### config.mk
export PLATFORM = sky130hd
export DESIGN_NAME = clock_master_election_fsm_unit
export DESIGN_NICKNAME = d
export VERILOG_FILES = /design/src/cme_pkg.sv /design/src/cme_ctrl.sv /design/src/cme_dp.sv /design/src/clock_master_election_fsm_unit.sv
export SDC_FILE = /design/constraint.sdc
export NUM_CORES = 1
export LEC_CHECK = 0
export BUFFER_PORTS_ARGS = -buffer_cell sky130_fd_sc_hd__buf_2
export CAP_MARGIN = 20
export CORE_MARGIN = 8
export CORE_UTILIZATION = 58
export CTS_CLUSTER_DIAMETER = 50
export DETAILED_ROUTE_END_ITERATION = 12
export PLACE_DENSITY_LB_ADDON = 0.3
export SYNTH_ARGS = -nofsm -noshare
export SYNTH_HDL_FRONTEND = slang
export SYNTH_HIERARCHICAL = 1
export SYNTH_SLANG_ARGS = --single-unit
### constraint.sdc
create_clock -name clock -period 7.2 [get_ports clock]
set_input_delay 0.36 -clock clock [delete_from_list [all_inputs] [get_ports clock]]
set_output_delay 0.36 -clock clock [all_outputs]
set_load 0.02 [all_outputs]
### src/cme_pkg.sv
// Shared types, codes and constants for the clock master election engine.
// Used by cme_ctrl, cme_dp and clock_master_election_fsm_unit; no dependencies.
package cme_pkg;

   localparam int ADDR_W = 32;
   localparam int RAND_W = 16;
   localparam int CFG_W  = 16;
   localparam int CNT_W  = 17;
   localparam int ROLE_W = 3;
   localparam int CMD_W  = 4;
   localparam int ACT_W  = 2;
   localparam int SEC_W  = 32;
   localparam int USEC_W = 20;
   localparam int CSR_IDX_W = 3;
   localparam int DIV_CNT_W = $clog2(RAND_W);

   typedef logic [ROLE_W-1:0] role_type;
   typedef logic [CMD_W-1:0]  cmd_type;
   typedef logic [ACT_W-1:0]  act_type;
   typedef logic [1:0]        dsel_type;

   // roles
   localparam role_type ROLE_STARTUP   = 3'd0;
   localparam role_type ROLE_SLAVE     = 3'd1;
   localparam role_type ROLE_CANDIDATE = 3'd2;
   localparam role_type ROLE_ACCEPT    = 3'd3;
   localparam role_type ROLE_MASTER    = 3'd4;
   localparam role_type ROLE_ADJUST    = 3'd5;

   // protocol commands
   localparam cmd_type MSG_MASTER_REQ  = 4'd0;
   localparam cmd_type MSG_MASTER_UP   = 4'd1;
   localparam cmd_type MSG_SLAVE_UP    = 4'd2;
   localparam cmd_type MSG_MASTER_ACK  = 4'd3;
   localparam cmd_type MSG_ELECTION    = 4'd4;
   localparam cmd_type MSG_ACCEPT      = 4'd5;
   localparam cmd_type MSG_REFUSE      = 4'd6;
   localparam cmd_type MSG_QUIT        = 4'd7;
   localparam cmd_type MSG_ACK         = 4'd8;
   localparam cmd_type MSG_CLOCK_REQ   = 4'd9;
   localparam cmd_type MSG_CLOCK_REPLY = 4'd10;
   localparam cmd_type MSG_TIME_SYNC   = 4'd11;

   // local actions
   localparam act_type ACT_PREPARE   = 2'd0;
   localparam act_type ACT_ADDSAMPLE = 2'd1;
   localparam act_type ACT_COMPUTE   = 2'd2;
   localparam act_type ACT_ADJUST    = 2'd3;

   // destination select
   localparam dsel_type DSEL_ZERO  = 2'd0;
   localparam dsel_type DSEL_SRC   = 2'd1;
   localparam dsel_type DSEL_BCAST = 2'd2;

   localparam logic MODE_TICK = 1'b0;
   localparam logic KIND_PKT  = 1'b0;
   localparam logic KIND_ACT  = 1'b1;

   // register indexes
   localparam logic [CSR_IDX_W-1:0] CSR_MASTER_PERIOD    = 3'd0;
   localparam logic [CSR_IDX_W-1:0] CSR_ADJUST_WINDOW    = 3'd1;
   localparam logic [CSR_IDX_W-1:0] CSR_CANDIDATE_WINDOW = 3'd2;
   localparam logic [CSR_IDX_W-1:0] CSR_ACCEPT_WINDOW    = 3'd3;
   localparam logic [CSR_IDX_W-1:0] CSR_RANDOM_MIN       = 3'd4;
   localparam logic [CSR_IDX_W-1:0] CSR_RANDOM_SPAN      = 3'd5;

   localparam logic [CFG_W-1:0] MASTER_PERIOD_RST    = 16'd60;
   localparam logic [CFG_W-1:0] ADJUST_WINDOW_RST    = 16'd30;
   localparam logic [CFG_W-1:0] CANDIDATE_WINDOW_RST = 16'd30;
   localparam logic [CFG_W-1:0] ACCEPT_WINDOW_RST    = 16'd30;
   localparam logic [CFG_W-1:0] RANDOM_MIN_RST       = 16'd66;
   localparam logic [CFG_W-1:0] RANDOM_SPAN_RST      = 16'd120;

   localparam logic [RAND_W-1:0] RAND_SEED = 16'hACE1;

   // one LFSR step, taps 0,2,3,5; a zero state is reseeded first
   function automatic logic [RAND_W-1:0] lfsr_next(input logic [RAND_W-1:0] r);
      logic [RAND_W-1:0] v;
      logic              b;
      v = r;
      if (v == '0) begin
         v = RAND_SEED;
      end
      b = v[0] ^ v[2] ^ v[3] ^ v[5];
      return {b, v[RAND_W-1:1]};
   endfunction

   // state after reset: first draw already taken with the reset register values
   localparam logic [RAND_W-1:0] RAND_FIRST = lfsr_next(RAND_SEED);
   localparam logic [CNT_W-1:0]  COUNT_RST  =
      CNT_W'(RANDOM_MIN_RST) + CNT_W'(RAND_FIRST % RANDOM_SPAN_RST);

   typedef struct packed {
      logic              mode;
      cmd_type           msg_cmd;
      logic [ADDR_W-1:0] src_addr;
      logic [SEC_W-1:0]  msg_sec;
      logic [USEC_W-1:0] msg_usec;
   } req_type;

   typedef struct packed {
      logic              kind;
      logic [ADDR_W-1:0] dest_addr;
      cmd_type           send_cmd;
      logic              with_time;
      act_type           action;
      logic [SEC_W-1:0]  act_sec;
      logic [USEC_W-1:0] act_usec;
      role_type          role;
      logic              last;
   } rsp_type;

   // what one result item carries, before the message payload is filled in
   typedef struct packed {
      logic     is_act;
      dsel_type dsel;
      cmd_type  cmd;
      logic     with_time;
      act_type  act;
      logic     tsel;
   } desc_type;

   typedef struct packed {
      logic     capture;
      logic     dec_count;
      logic     load_window;
      role_type win_role;
      logic     start_draw;
      logic     load_out;
      desc_type desc;
      role_type out_role;
      logic     out_last;
   } dp_cmd_type;

   typedef struct packed {
      logic timeout;
      logic draw_done;
   } dp_stat_type;

endpackage

### src/cme_ctrl.sv
// Election controller: role register, event decode and handshake sequencing.
// Depends on cme_pkg; drives cme_dp through dp_cmd_type and reads dp_stat_type.
module cme_ctrl (
   input  logic                 clock,
   input  logic                 reset,
   input  logic                 req_valid,
   output logic                 req_stall,
   input  logic                 req_mode,
   input  cme_pkg::cmd_type     req_cmd,
   output logic                 rsp_valid,
   input  logic                 rsp_stall,
   output cme_pkg::dp_cmd_type  dp_cmd,
   input  cme_pkg::dp_stat_type dp_stat
);

   typedef enum logic [1:0] {
      ST_IDLE,
      ST_DRAW,
      ST_SEND
   } state_type;

   state_type          state_ff;
   cme_pkg::role_type  role_ff;
   cme_pkg::desc_type  desc1_ff;
   logic               pend2_ff;
   logic               has_res_ff;

   logic               accept;
   logic               is_event;
   logic               tmo;
   logic [1:0]         nres;
   cme_pkg::desc_type  d0;
   cme_pkg::desc_type  d1;
   cme_pkg::role_type  nrole;
   logic               reenter;
   logic               random_role;

   function automatic cme_pkg::desc_type pkt(input cme_pkg::dsel_type dsel,
                                              input cme_pkg::cmd_type  cmd,
                                              input logic              wt);
      cme_pkg::desc_type d;
      d           = '0;
      d.is_act    = cme_pkg::KIND_PKT;
      d.dsel      = dsel;
      d.cmd       = cmd;
      d.with_time = wt;
      return d;
   endfunction

   function automatic cme_pkg::desc_type act(input cme_pkg::act_type  a,
                                              input cme_pkg::dsel_type dsel,
                                              input logic              tsel);
      cme_pkg::desc_type d;
      d        = '0;
      d.is_act = cme_pkg::KIND_ACT;
      d.dsel   = dsel;
      d.act    = a;
      d.tsel   = tsel;
      return d;
   endfunction

   assign accept   = req_valid && (state_ff == ST_IDLE);
   assign tmo      = (req_mode == cme_pkg::MODE_TICK) && dp_stat.timeout;
   assign is_event = (req_mode != cme_pkg::MODE_TICK) || dp_stat.timeout;

   // protocol decode; a timeout takes precedence over the command field
   always_comb begin
      nres    = 2'd0;
      d0      = '0;
      d1      = '0;
      nrole   = role_ff;
      reenter = 1'b0;
      case (role_ff)
         cme_pkg::ROLE_STARTUP: begin
            if (tmo) begin
               nres = 2'd1; d0 = pkt(cme_pkg::DSEL_BCAST, cme_pkg::MSG_MASTER_UP, 1'b0);
               nrole = cme_pkg::ROLE_MASTER; reenter = 1'b1;
            end else if (req_cmd == cme_pkg::MSG_MASTER_UP) begin
               nres = 2'd1; d0 = pkt(cme_pkg::DSEL_SRC, cme_pkg::MSG_SLAVE_UP, 1'b0);
               nrole = cme_pkg::ROLE_SLAVE; reenter = 1'b1;
            end else if (req_cmd == cme_pkg::MSG_MASTER_REQ ||
                         req_cmd == cme_pkg::MSG_MASTER_ACK ||
                         req_cmd == cme_pkg::MSG_ELECTION) begin
               nrole = cme_pkg::ROLE_SLAVE; reenter = 1'b1;
            end
         end
         cme_pkg::ROLE_MASTER: begin
            if (tmo) begin
               nres = 2'd2;
               d0 = pkt(cme_pkg::DSEL_BCAST, cme_pkg::MSG_CLOCK_REQ, 1'b1);
               d1 = act(cme_pkg::ACT_PREPARE, cme_pkg::DSEL_ZERO, 1'b0);
               nrole = cme_pkg::ROLE_ADJUST; reenter = 1'b1;
            end else if (req_cmd == cme_pkg::MSG_MASTER_REQ) begin
               nres = 2'd1; d0 = pkt(cme_pkg::DSEL_SRC, cme_pkg::MSG_MASTER_ACK, 1'b0);
            end else if (req_cmd == cme_pkg::MSG_QUIT) begin
               nres = 2'd1; d0 = pkt(cme_pkg::DSEL_SRC, cme_pkg::MSG_ACK, 1'b0);
               nrole = cme_pkg::ROLE_SLAVE; reenter = 1'b1;
            end else if (req_cmd == cme_pkg::MSG_ELECTION ||
                         req_cmd == cme_pkg::MSG_MASTER_UP) begin
               nres = 2'd1; d0 = pkt(cme_pkg::DSEL_SRC, cme_pkg::MSG_QUIT, 1'b0);
            end
         end
         cme_pkg::ROLE_ADJUST: begin
            if (tmo) begin
               nres = 2'd1; d0 = act(cme_pkg::ACT_COMPUTE, cme_pkg::DSEL_ZERO, 1'b0);
               nrole = cme_pkg::ROLE_MASTER; reenter = 1'b1;
            end else if (req_cmd == cme_pkg::MSG_CLOCK_REPLY) begin
               nres = 2'd1; d0 = act(cme_pkg::ACT_ADDSAMPLE, cme_pkg::DSEL_SRC, 1'b1);
            end
         end
         cme_pkg::ROLE_SLAVE: begin
            if (tmo) begin
               nres = 2'd1; d0 = pkt(cme_pkg::DSEL_BCAST, cme_pkg::MSG_ELECTION, 1'b0);
               nrole = cme_pkg::ROLE_CANDIDATE; reenter = 1'b1;
            end else if (req_cmd == cme_pkg::MSG_CLOCK_REQ) begin
               nres = 2'd1; d0 = pkt(cme_pkg::DSEL_SRC, cme_pkg::MSG_CLOCK_REPLY, 1'b1);
               reenter = 1'b1;
            end else if (req_cmd == cme_pkg::MSG_MASTER_UP) begin
               nres = 2'd1; d0 = pkt(cme_pkg::DSEL_BCAST, cme_pkg::MSG_SLAVE_UP, 1'b0);
            end else if (req_cmd == cme_pkg::MSG_ELECTION) begin
               nres = 2'd1; d0 = pkt(cme_pkg::DSEL_SRC, cme_pkg::MSG_ACCEPT, 1'b0);
               nrole = cme_pkg::ROLE_ACCEPT; reenter = 1'b1;
            end else if (req_cmd == cme_pkg::MSG_TIME_SYNC) begin
               nres = 2'd1; d0 = act(cme_pkg::ACT_ADJUST, cme_pkg::DSEL_ZERO, 1'b1);
               reenter = 1'b1;
            end
         end
         cme_pkg::ROLE_CANDIDATE: begin
            if (tmo) begin
               nres = 2'd1; d0 = pkt(cme_pkg::DSEL_BCAST, cme_pkg::MSG_MASTER_UP, 1'b0);
               nrole = cme_pkg::ROLE_MASTER; reenter = 1'b1;
            end else if (req_cmd == cme_pkg::MSG_ELECTION) begin
               nres = 2'd1; d0 = pkt(cme_pkg::DSEL_SRC, cme_pkg::MSG_REFUSE, 1'b0);
            end else if (req_cmd == cme_pkg::MSG_ACCEPT) begin
               nres = 2'd1; d0 = pkt(cme_pkg::DSEL_SRC, cme_pkg::MSG_ACK, 1'b0);
            end else if (req_cmd == cme_pkg::MSG_QUIT ||
                         req_cmd == cme_pkg::MSG_REFUSE) begin
               nres = 2'd1; d0 = pkt(cme_pkg::DSEL_SRC, cme_pkg::MSG_ACK, 1'b0);
               nrole = cme_pkg::ROLE_SLAVE; reenter = 1'b1;
            end else if (req_cmd == cme_pkg::MSG_MASTER_REQ) begin
               nrole = cme_pkg::ROLE_SLAVE; reenter = 1'b1;
            end
         end
         cme_pkg::ROLE_ACCEPT: begin
            if (tmo) begin
               nrole = cme_pkg::ROLE_SLAVE; reenter = 1'b1;
            end else if (req_cmd == cme_pkg::MSG_ELECTION) begin
               nres = 2'd1; d0 = pkt(cme_pkg::DSEL_SRC, cme_pkg::MSG_REFUSE, 1'b0);
            end else if (req_cmd == cme_pkg::MSG_MASTER_UP) begin
               nres = 2'd1; d0 = pkt(cme_pkg::DSEL_SRC, cme_pkg::MSG_SLAVE_UP, 1'b0);
            end
         end
         default: begin
            nres = 2'd0;
         end
      endcase
   end

   assign random_role = (nrole == cme_pkg::ROLE_STARTUP) || (nrole == cme_pkg::ROLE_SLAVE);

   always_comb begin
      dp_cmd = '0;
      if (accept) begin
         if (!is_event) begin
            dp_cmd.dec_count = 1'b1;
         end else begin
            dp_cmd.capture     = 1'b1;
            dp_cmd.load_out    = (nres != 2'd0);
            dp_cmd.desc        = d0;
            dp_cmd.out_role    = nrole;
            dp_cmd.out_last    = (nres == 2'd1);
            dp_cmd.start_draw  = reenter && random_role;
            dp_cmd.load_window = reenter && !random_role;
            dp_cmd.win_role    = nrole;
         end
      end else if ((state_ff == ST_SEND) && !rsp_stall && pend2_ff) begin
         dp_cmd.load_out = 1'b1;
         dp_cmd.desc     = desc1_ff;
         dp_cmd.out_role = role_ff;
         dp_cmd.out_last = 1'b1;
      end
   end

   assign req_stall = (state_ff != ST_IDLE);
   assign rsp_valid = (state_ff == ST_SEND);

   always_ff @(posedge clock) begin
      if (reset) begin
         state_ff   <= ST_IDLE;
         role_ff    <= cme_pkg::ROLE_STARTUP;
         pend2_ff   <= 1'b0;
         has_res_ff <= 1'b0;
      end else begin
         case (state_ff)
            ST_IDLE: begin
               if (accept && is_event) begin
                  role_ff    <= nrole;
                  desc1_ff   <= d1;
                  pend2_ff   <= (nres == 2'd2);
                  has_res_ff <= (nres != 2'd0);
                  if (reenter && random_role) begin
                     state_ff <= ST_DRAW;
                  end else if (nres != 2'd0) begin
                     state_ff <= ST_SEND;
                  end
               end
            end
            ST_DRAW: begin
               if (dp_stat.draw_done) begin
                  state_ff <= has_res_ff ? ST_SEND : ST_IDLE;
               end
            end
            ST_SEND: begin
               if (!rsp_stall) begin
                  if (pend2_ff) begin
                     pend2_ff <= 1'b0;
                  end else begin
                     state_ff <= ST_IDLE;
                  end
               end
            end
            default: begin
               state_ff <= ST_IDLE;
            end
         endcase
      end
   end

endmodule

### src/cme_dp.sv
// Election datapath: registers, countdown, LFSR with bit-serial modulo, result register.
// Depends on cme_pkg; commanded by cme_ctrl.
module cme_dp (
   input  logic                                 clock,
   input  logic                                 reset,
   input  logic                                 csr_write_en,
   input  logic [cme_pkg::CSR_IDX_W-1:0]        csr_index,
   input  logic [cme_pkg::CFG_W-1:0]            csr_data,
   input  cme_pkg::req_type                     req_data,
   input  cme_pkg::dp_cmd_type                  dp_cmd,
   output cme_pkg::dp_stat_type                 dp_stat,
   output cme_pkg::rsp_type                     rsp_data
);

   localparam logic [cme_pkg::DIV_CNT_W-1:0] DIV_LAST = cme_pkg::DIV_CNT_W'(cme_pkg::RAND_W - 1);

   logic [cme_pkg::CFG_W-1:0]      master_period_ff;
   logic [cme_pkg::CFG_W-1:0]      adjust_window_ff;
   logic [cme_pkg::CFG_W-1:0]      candidate_window_ff;
   logic [cme_pkg::CFG_W-1:0]      accept_window_ff;
   logic [cme_pkg::CFG_W-1:0]      random_min_ff;
   logic [cme_pkg::CFG_W-1:0]      random_span_ff;

   logic [cme_pkg::CNT_W-1:0]      count_ff;
   logic [cme_pkg::CNT_W-1:0]      count_in;
   logic [cme_pkg::RAND_W-1:0]     lfsr_ff;
   logic [cme_pkg::RAND_W-1:0]     lfsr_in;

   logic                           div_busy_ff;
   logic [cme_pkg::DIV_CNT_W-1:0]  div_cnt_ff;
   logic [cme_pkg::RAND_W-1:0]     div_num_ff;
   logic [cme_pkg::RAND_W-1:0]     rem_ff;
   logic [cme_pkg::RAND_W-1:0]     rem_in;
   logic [cme_pkg::RAND_W:0]       trial;
   logic                           draw_done;

   logic [cme_pkg::ADDR_W-1:0]     src_ff;
   logic [cme_pkg::SEC_W-1:0]      sec_ff;
   logic [cme_pkg::USEC_W-1:0]     usec_ff;

   cme_pkg::desc_type              out_desc_ff;
   cme_pkg::role_type              out_role_ff;
   logic                           out_last_ff;

   logic [cme_pkg::CFG_W-1:0]      window;

   // restoring remainder, one dividend bit per cycle
   assign trial = {rem_ff, div_num_ff[cme_pkg::RAND_W-1]};
   always_comb begin
      if (trial >= {1'b0, random_span_ff}) begin
         rem_in = cme_pkg::RAND_W'(trial - {1'b0, random_span_ff});
      end else begin
         rem_in = trial[cme_pkg::RAND_W-1:0];
      end
   end
   assign draw_done = div_busy_ff && (div_cnt_ff == DIV_LAST);

   assign lfsr_in = cme_pkg::lfsr_next(lfsr_ff);

   always_comb begin
      case (dp_cmd.win_role)
         cme_pkg::ROLE_CANDIDATE: window = candidate_window_ff;
         cme_pkg::ROLE_ACCEPT:    window = accept_window_ff;
         cme_pkg::ROLE_MASTER:    window = master_period_ff;
         default:                 window = adjust_window_ff;
      endcase
   end

   always_comb begin
      count_in = count_ff;
      if (draw_done) begin
         if (random_span_ff == '0) begin
            count_in = cme_pkg::CNT_W'(random_min_ff);
         end else begin
            count_in = cme_pkg::CNT_W'(random_min_ff) + cme_pkg::CNT_W'(rem_in);
         end
      end else if (dp_cmd.load_window) begin
         count_in = cme_pkg::CNT_W'(window);
      end else if (dp_cmd.dec_count) begin
         count_in = count_ff - 1'b1;
      end
   end

   assign dp_stat.timeout   = (count_ff <= cme_pkg::CNT_W'(1));
   assign dp_stat.draw_done = draw_done;

   always_ff @(posedge clock) begin
      if (reset) begin
         master_period_ff    <= cme_pkg::MASTER_PERIOD_RST;
         adjust_window_ff    <= cme_pkg::ADJUST_WINDOW_RST;
         candidate_window_ff <= cme_pkg::CANDIDATE_WINDOW_RST;
         accept_window_ff    <= cme_pkg::ACCEPT_WINDOW_RST;
         random_min_ff       <= cme_pkg::RANDOM_MIN_RST;
         random_span_ff      <= cme_pkg::RANDOM_SPAN_RST;
         count_ff            <= cme_pkg::COUNT_RST;
         lfsr_ff             <= cme_pkg::RAND_FIRST;
         div_busy_ff         <= 1'b0;
         div_cnt_ff          <= '0;
      end else begin
         if (csr_write_en) begin
            case (csr_index)
               cme_pkg::CSR_MASTER_PERIOD:    master_period_ff    <= csr_data;
               cme_pkg::CSR_ADJUST_WINDOW:    adjust_window_ff    <= csr_data;
               cme_pkg::CSR_CANDIDATE_WINDOW: candidate_window_ff <= csr_data;
               cme_pkg::CSR_ACCEPT_WINDOW:    accept_window_ff    <= csr_data;
               cme_pkg::CSR_RANDOM_MIN:       random_min_ff       <= csr_data;
               cme_pkg::CSR_RANDOM_SPAN:      random_span_ff      <= csr_data;
               default: ;
            endcase
         end
         count_ff <= count_in;
         if (dp_cmd.start_draw) begin
            lfsr_ff     <= lfsr_in;
            div_busy_ff <= 1'b1;
            div_cnt_ff  <= '0;
         end else if (div_busy_ff) begin
            div_cnt_ff <= div_cnt_ff + 1'b1;
            if (draw_done) begin
               div_busy_ff <= 1'b0;
            end
         end
      end
   end

   // payload registers, no reset
   always_ff @(posedge clock) begin
      if (dp_cmd.start_draw) begin
         div_num_ff <= lfsr_in;
         rem_ff     <= '0;
      end else if (div_busy_ff) begin
         div_num_ff <= {div_num_ff[cme_pkg::RAND_W-2:0], 1'b0};
         rem_ff     <= rem_in;
      end
      if (dp_cmd.capture) begin
         src_ff  <= req_data.src_addr;
         sec_ff  <= req_data.msg_sec;
         usec_ff <= req_data.msg_usec;
      end
      if (dp_cmd.load_out) begin
         out_desc_ff <= dp_cmd.desc;
         out_role_ff <= dp_cmd.out_role;
         out_last_ff <= dp_cmd.out_last;
      end
   end

   // result fields follow from registers only, so they hold during a stall
   always_comb begin
      rsp_data           = '0;
      rsp_data.kind      = out_desc_ff.is_act;
      case (out_desc_ff.dsel)
         cme_pkg::DSEL_SRC:   rsp_data.dest_addr = src_ff;
         cme_pkg::DSEL_BCAST: rsp_data.dest_addr = '1;
         default:             rsp_data.dest_addr = '0;
      endcase
      rsp_data.send_cmd  = out_desc_ff.cmd;
      rsp_data.with_time = out_desc_ff.with_time;
      rsp_data.action    = out_desc_ff.act;
      rsp_data.act_sec   = out_desc_ff.tsel ? sec_ff : '0;
      rsp_data.act_usec  = out_desc_ff.tsel ? usec_ff : '0;
      rsp_data.role      = out_role_ff;
      rsp_data.last      = out_last_ff;
   end

endmodule

### src/clock_master_election_fsm_unit.sv
// Clock master election engine: usage notes
// req channel: one item per timer tick (mode 0) or received message (mode 1).
// rsp channel: zero, one or two result items per accepted item; the final one
//   carries last. Items that cause no result (a tick that only counts down,
//   an unhandled command) produce nothing on rsp.
// csr port: write-only register file, taken at any edge with csr_write_en high;
//   write only while the block is idle.
// Results: the first result is valid the cycle after the transfer. When the
//   item enters the startup or slave role, a bit-serial modulo draws the new
//   random timeout first, and the first result follows once the draw ends.
// Throughput: one item at a time; req_stall is high from the transfer until
//   the last result has transferred (or the draw ends when there is none).
//   A tick with no event never raises req_stall.
// rsp_stall holds the current result in place; req stays stalled meanwhile.
// Reset: synchronous, active high; role startup, registers at defaults, and
//   the first random timeout preloaded, so items are taken right after reset.
// Depends on cme_pkg, cme_ctrl and cme_dp.
module clock_master_election_fsm_unit (
   input  logic                           clock,
   input  logic                           reset,
   input  logic                           req_valid,
   output logic                           req_stall,
   input  cme_pkg::req_type               req_data,
   output logic                           rsp_valid,
   input  logic                           rsp_stall,
   output cme_pkg::rsp_type               rsp_data,
   input  logic                           csr_write_en,
   input  logic [cme_pkg::CSR_IDX_W-1:0]  csr_index,
   input  logic [cme_pkg::CFG_W-1:0]      csr_data
);

   cme_pkg::dp_cmd_type  dp_cmd;
   cme_pkg::dp_stat_type dp_stat;

   cme_ctrl u_ctrl (
      .clock     (clock),
      .reset     (reset),
      .req_valid (req_valid),
      .req_stall (req_stall),
      .req_mode  (req_data.mode),
      .req_cmd   (req_data.msg_cmd),
      .rsp_valid (rsp_valid),
      .rsp_stall (rsp_stall),
      .dp_cmd    (dp_cmd),
      .dp_stat   (dp_stat)
   );

   cme_dp u_dp (
      .clock        (clock),
      .reset        (reset),
      .csr_write_en (csr_write_en),
      .csr_index    (csr_index),
      .csr_data     (csr_data),
      .req_data     (req_data),
      .dp_cmd       (dp_cmd),
      .dp_stat      (dp_stat),
      .rsp_data     (rsp_data)
   );

endmodule
==> impl_metrics.tcl <==
set metrics [dict create \
    hpwlAfterDp_um 30040 \
    synth.avg_cell_area_um2 8.812 \
    pre_cts_slack_ns 1.817 \
    cts_max_level 1 \
    path_class "reg2reg" \
    ys.flop_type "dfxtp_1" \
    placed_cells 2041 \
    gr-usage-all-layers_pct 29.52 \
    antenna_cells 0 \
    synth_seq_cells 273 \
    clk_pin_slew_worst_paths_ns 0.06 \
    fin_worst_skew_ns 0.01891 \
    fillers 1805 \
    wl_per_cell_um 20.88 \
    die_w_um 171.8 \
    rsz0062_at_grt "no" \
    grt_max_degree 102 \
    cts_tree "built" \
    synth-edff-count 116 \
    setup_slack_ns 1.687 \
    hold_path_class "in2reg" \
    period_share_pct 76.56 \
    fp.coreArea_mm2 0.02411 \
    fmax_mhz 181.4 \
    post_cts_resized 0 \
    cp_max_fo 23 \
    finalCoreUtilization_pct 71.08 \
    first_pass_iters 6 \
    regToRegStartpoint "u_dp/count_ff[5]" \
    io_pins 211 \
    hold_viol 0 \
    yosys-top-cells-area "edfxtp_1, dfxtp_1, nand2_1" \
    finalHoldWorstSlack_ns 0.03648 \
    drt_iter0_drc 1625 \
    drv_cap 0 \
    cp_cell_sequence "nor4_1, nand4_1, nor4_1, nor2b_1, nor2_1, a211oi_2, and2_1, nand2b_1, o221ai_1, a2111oi_0, a211oi_1, a211oi_1" \
    die_h_um 171.8 \
    ctsLongestPathBuffers 3 \
    rr_worst_depth 12 \
    crit_path_end_kind "register" \
    r2r_end "u_dp/count_ff[15]" \
    syn_nets 1751 \
    grt_pass1_vias 12510 \
    start_util_pct 58.42 \
    finalSetupViolations 0 \
    slew_viol_final 0 \
    arrival_ns 5.96 \
    worst_pin_slew_ns 1.078 \
    die-area_mm2 0.02952 \
    postSynth.asyncResetShare_pct 0 \
    worstHoldPathCells 1 \
    stdcell_count 2183 \
    outcome "complete, no violations" \
    finalPower_mw 5.177 \
    synth_top_cell_by_area "edfxtp_1" \
    layout_common_cells "nand2_1, buf_2, a21oi_1" \
    numClockSinks 273 \
    tns_ns 0 \
    min_period_ns 5.513 \
    min_to "u_dp/sec_ff[1]" \
    root_buffer "clkbuf_16" \
    grt_pass1_wl_um 69170 \
    worst_path_largest_cell_delay_ns 0.91 \
    grt_overflow 0 \
    synth_top_area_share_pct 24.74 \
    rows 57 \
    cpLargestDelayFamily "simple AND/OR/NAND/NOR gates" \
    ff2ff_setup_slack_ns 1.69 \
    clk_latency_ns 0.55 \
    drc_errors 0 \
    gp_congestion 0.9400 \
    min_from "req_data[21]" \
    yosys_warnings 6 \
    dpl_cell_area_mm2 0.01519 \
    antenna_left 0 \
    synth_cell_type_count 84 \
    power_density_mw_per_mm2 302.2 \
    max_slew_margin_pct 28.15 \
    final_common_cell "nand2_1" \
    postRouteWirelength_um 45570 \
    area_growth_pct 21.68 \
    design_area_mm2 0.01714 \
    vias 13320 \
    crit_path_top_delay_cell "a2111oi_0" \
    synth_seq_area_share_pct 47.05 \
    irDropWorstVdd_mv 0.1885 \
    drive_gt1_share_pct 16.84 \
    critPathLaunchType "register" \
    critPathRequiredTime_ns 7.64 \
    syn-instance-count 1598 \
    port_buffers 210 \
    syn_area_mm2 0.01408 \
    num-nets-final 1988 \
    cts-buffers-inserted 30 \
    avgViaCountPerCell 6.100 \
    antenna_found_initial 0 \
    crit_buf_inv 0 \
    power_leakage_nw 6.873 \
]
[registers in the layout, summed over array words and instances, names as in the netlist]
| name | flops |
|---|---|
| u_ctrl/desc1_ff | 1 |
| u_ctrl/has_res_ff | 1 |
| u_ctrl/pend2_ff | 1 |
| u_ctrl/role_ff | 3 |
| u_ctrl/state_ff | 2 |
| u_dp/accept_window_ff | 16 |
| u_dp/adjust_window_ff | 16 |
| u_dp/candidate_window_ff | 16 |
| u_dp/count_ff | 17 |
| u_dp/div_busy_ff | 1 |
| u_dp/div_cnt_ff | 4 |
| u_dp/div_num_ff | 16 |
| u_dp/lfsr_ff | 16 |
| u_dp/master_period_ff | 16 |
| u_dp/out_desc_ff | 3 |
| u_dp/out_last_ff | 1 |
| u_dp/out_role_ff | 3 |
| u_dp/random_min_ff | 16 |
| u_dp/random_span_ff | 16 |
| u_dp/rem_ff | 16 |
| u_dp/rsp_data | 8 |
| u_dp/sec_ff | 32 |
| u_dp/src_ff | 32 |
| u_dp/usec_ff | 20 |
[cell families after synthesis]
group	after synthesis	synth area share (%)
flops	273	47.05
buf+inv	153	4.567
compound gates	424	19.64
fa+ha+maj	40	3.661
xor+xnor	31	1.928
simple gates	666	22.31
mux	11	0.8352
[cell usage after synthesis, types with 12 or more instances]
library cell / number
a21o_1: 12
nor2_1: 141
nand4_1: 15
nand2_1: 262
and2_1: 59
dfxtp_1: 157
a211oi_1: 16
nor2b_1: 13
edfxtp_1: 116
o221ai_1: 15
a21oi_1: 168
nor3b_1: 14
ha_1: 38
nor3_1: 22
buf_4: 12
inv_1: 49
nor4_1: 16
o21ai_0: 66
and3_1: 15
a311oi_1: 13
xnor2_1: 15
o211ai_1: 21
xor2_1: 16
nand3_1: 57
nand2b_1: 17
clkbuf_1: 71
[power breakdown]
| group | switching (mW) | internal [mW] | total (mW) |
|---|---|---|---|
| sequential | 0.0818 | 1.74 | 1.82 |
| clock | 0.631 | 0.941 | 1.57 |
| combinational | 1.11 | 0.676 | 1.79 |
| total | 1.82 | 3.35 | 5.18 |
[repair_timing]
action / 4_1_cts / 5_1_grt
buffers inserted: 0 / 0
hold endpoints to repair: 80 / 1
hold buffers: 80 / 1
setup endpoints to repair: 0 / 0
[how the worst max path moves through the flow]
stage / from / end / slack, ns / cells past startpoint
global route: u_dp/count_ff[5] / u_dp/count_ff[15] / 1.35 / 12
detailed placement: u_dp/count_ff[5] / u_dp/count_ff[15] / 1.82 / 12
finish: u_dp/count_ff[5] / u_dp/count_ff[15] / 1.69 / 12
global placement: u_dp/count_ff[5] / u_dp/count_ff[15] / 2.00 / 12
CTS: u_dp/count_ff[5] / u_dp/count_ff[15] / 1.78 / 12
floorplan: u_dp/count_ff[5] / u_dp/count_ff[8] / 2.09 / 13
[cell type report]
class / instances / area, µm² / area share, %
clock inverter: 17 / 186.4 / 1.088
inverter: 51 / 192.7 / 1.124
sequential: 273 / 6626 / 38.67
clock buffer: 39 / 845.8 / 4.936
timing repair buffer: 307 / 2061 / 12.03
tap: 324 / 405.4 / 2.366
multi-input combinational: 1172 / 6818 / 39.79
[layer usage]
layer / share of wire, % / wire, µm / vias up / GRT usage (%)
li1: - / - / 6214 / -
met2: 47 / 21380 / 705 / 49.79
met1: 40 / 18450 / 6296 / 38.05
met5: 0 / 0 / - / 0
met4: 3.6 / 1638 / 0 / 10.16
met3: 9.0 / 4100 / 101 / 4.728
Note: power is estimated with default switching activity, not from simulation.
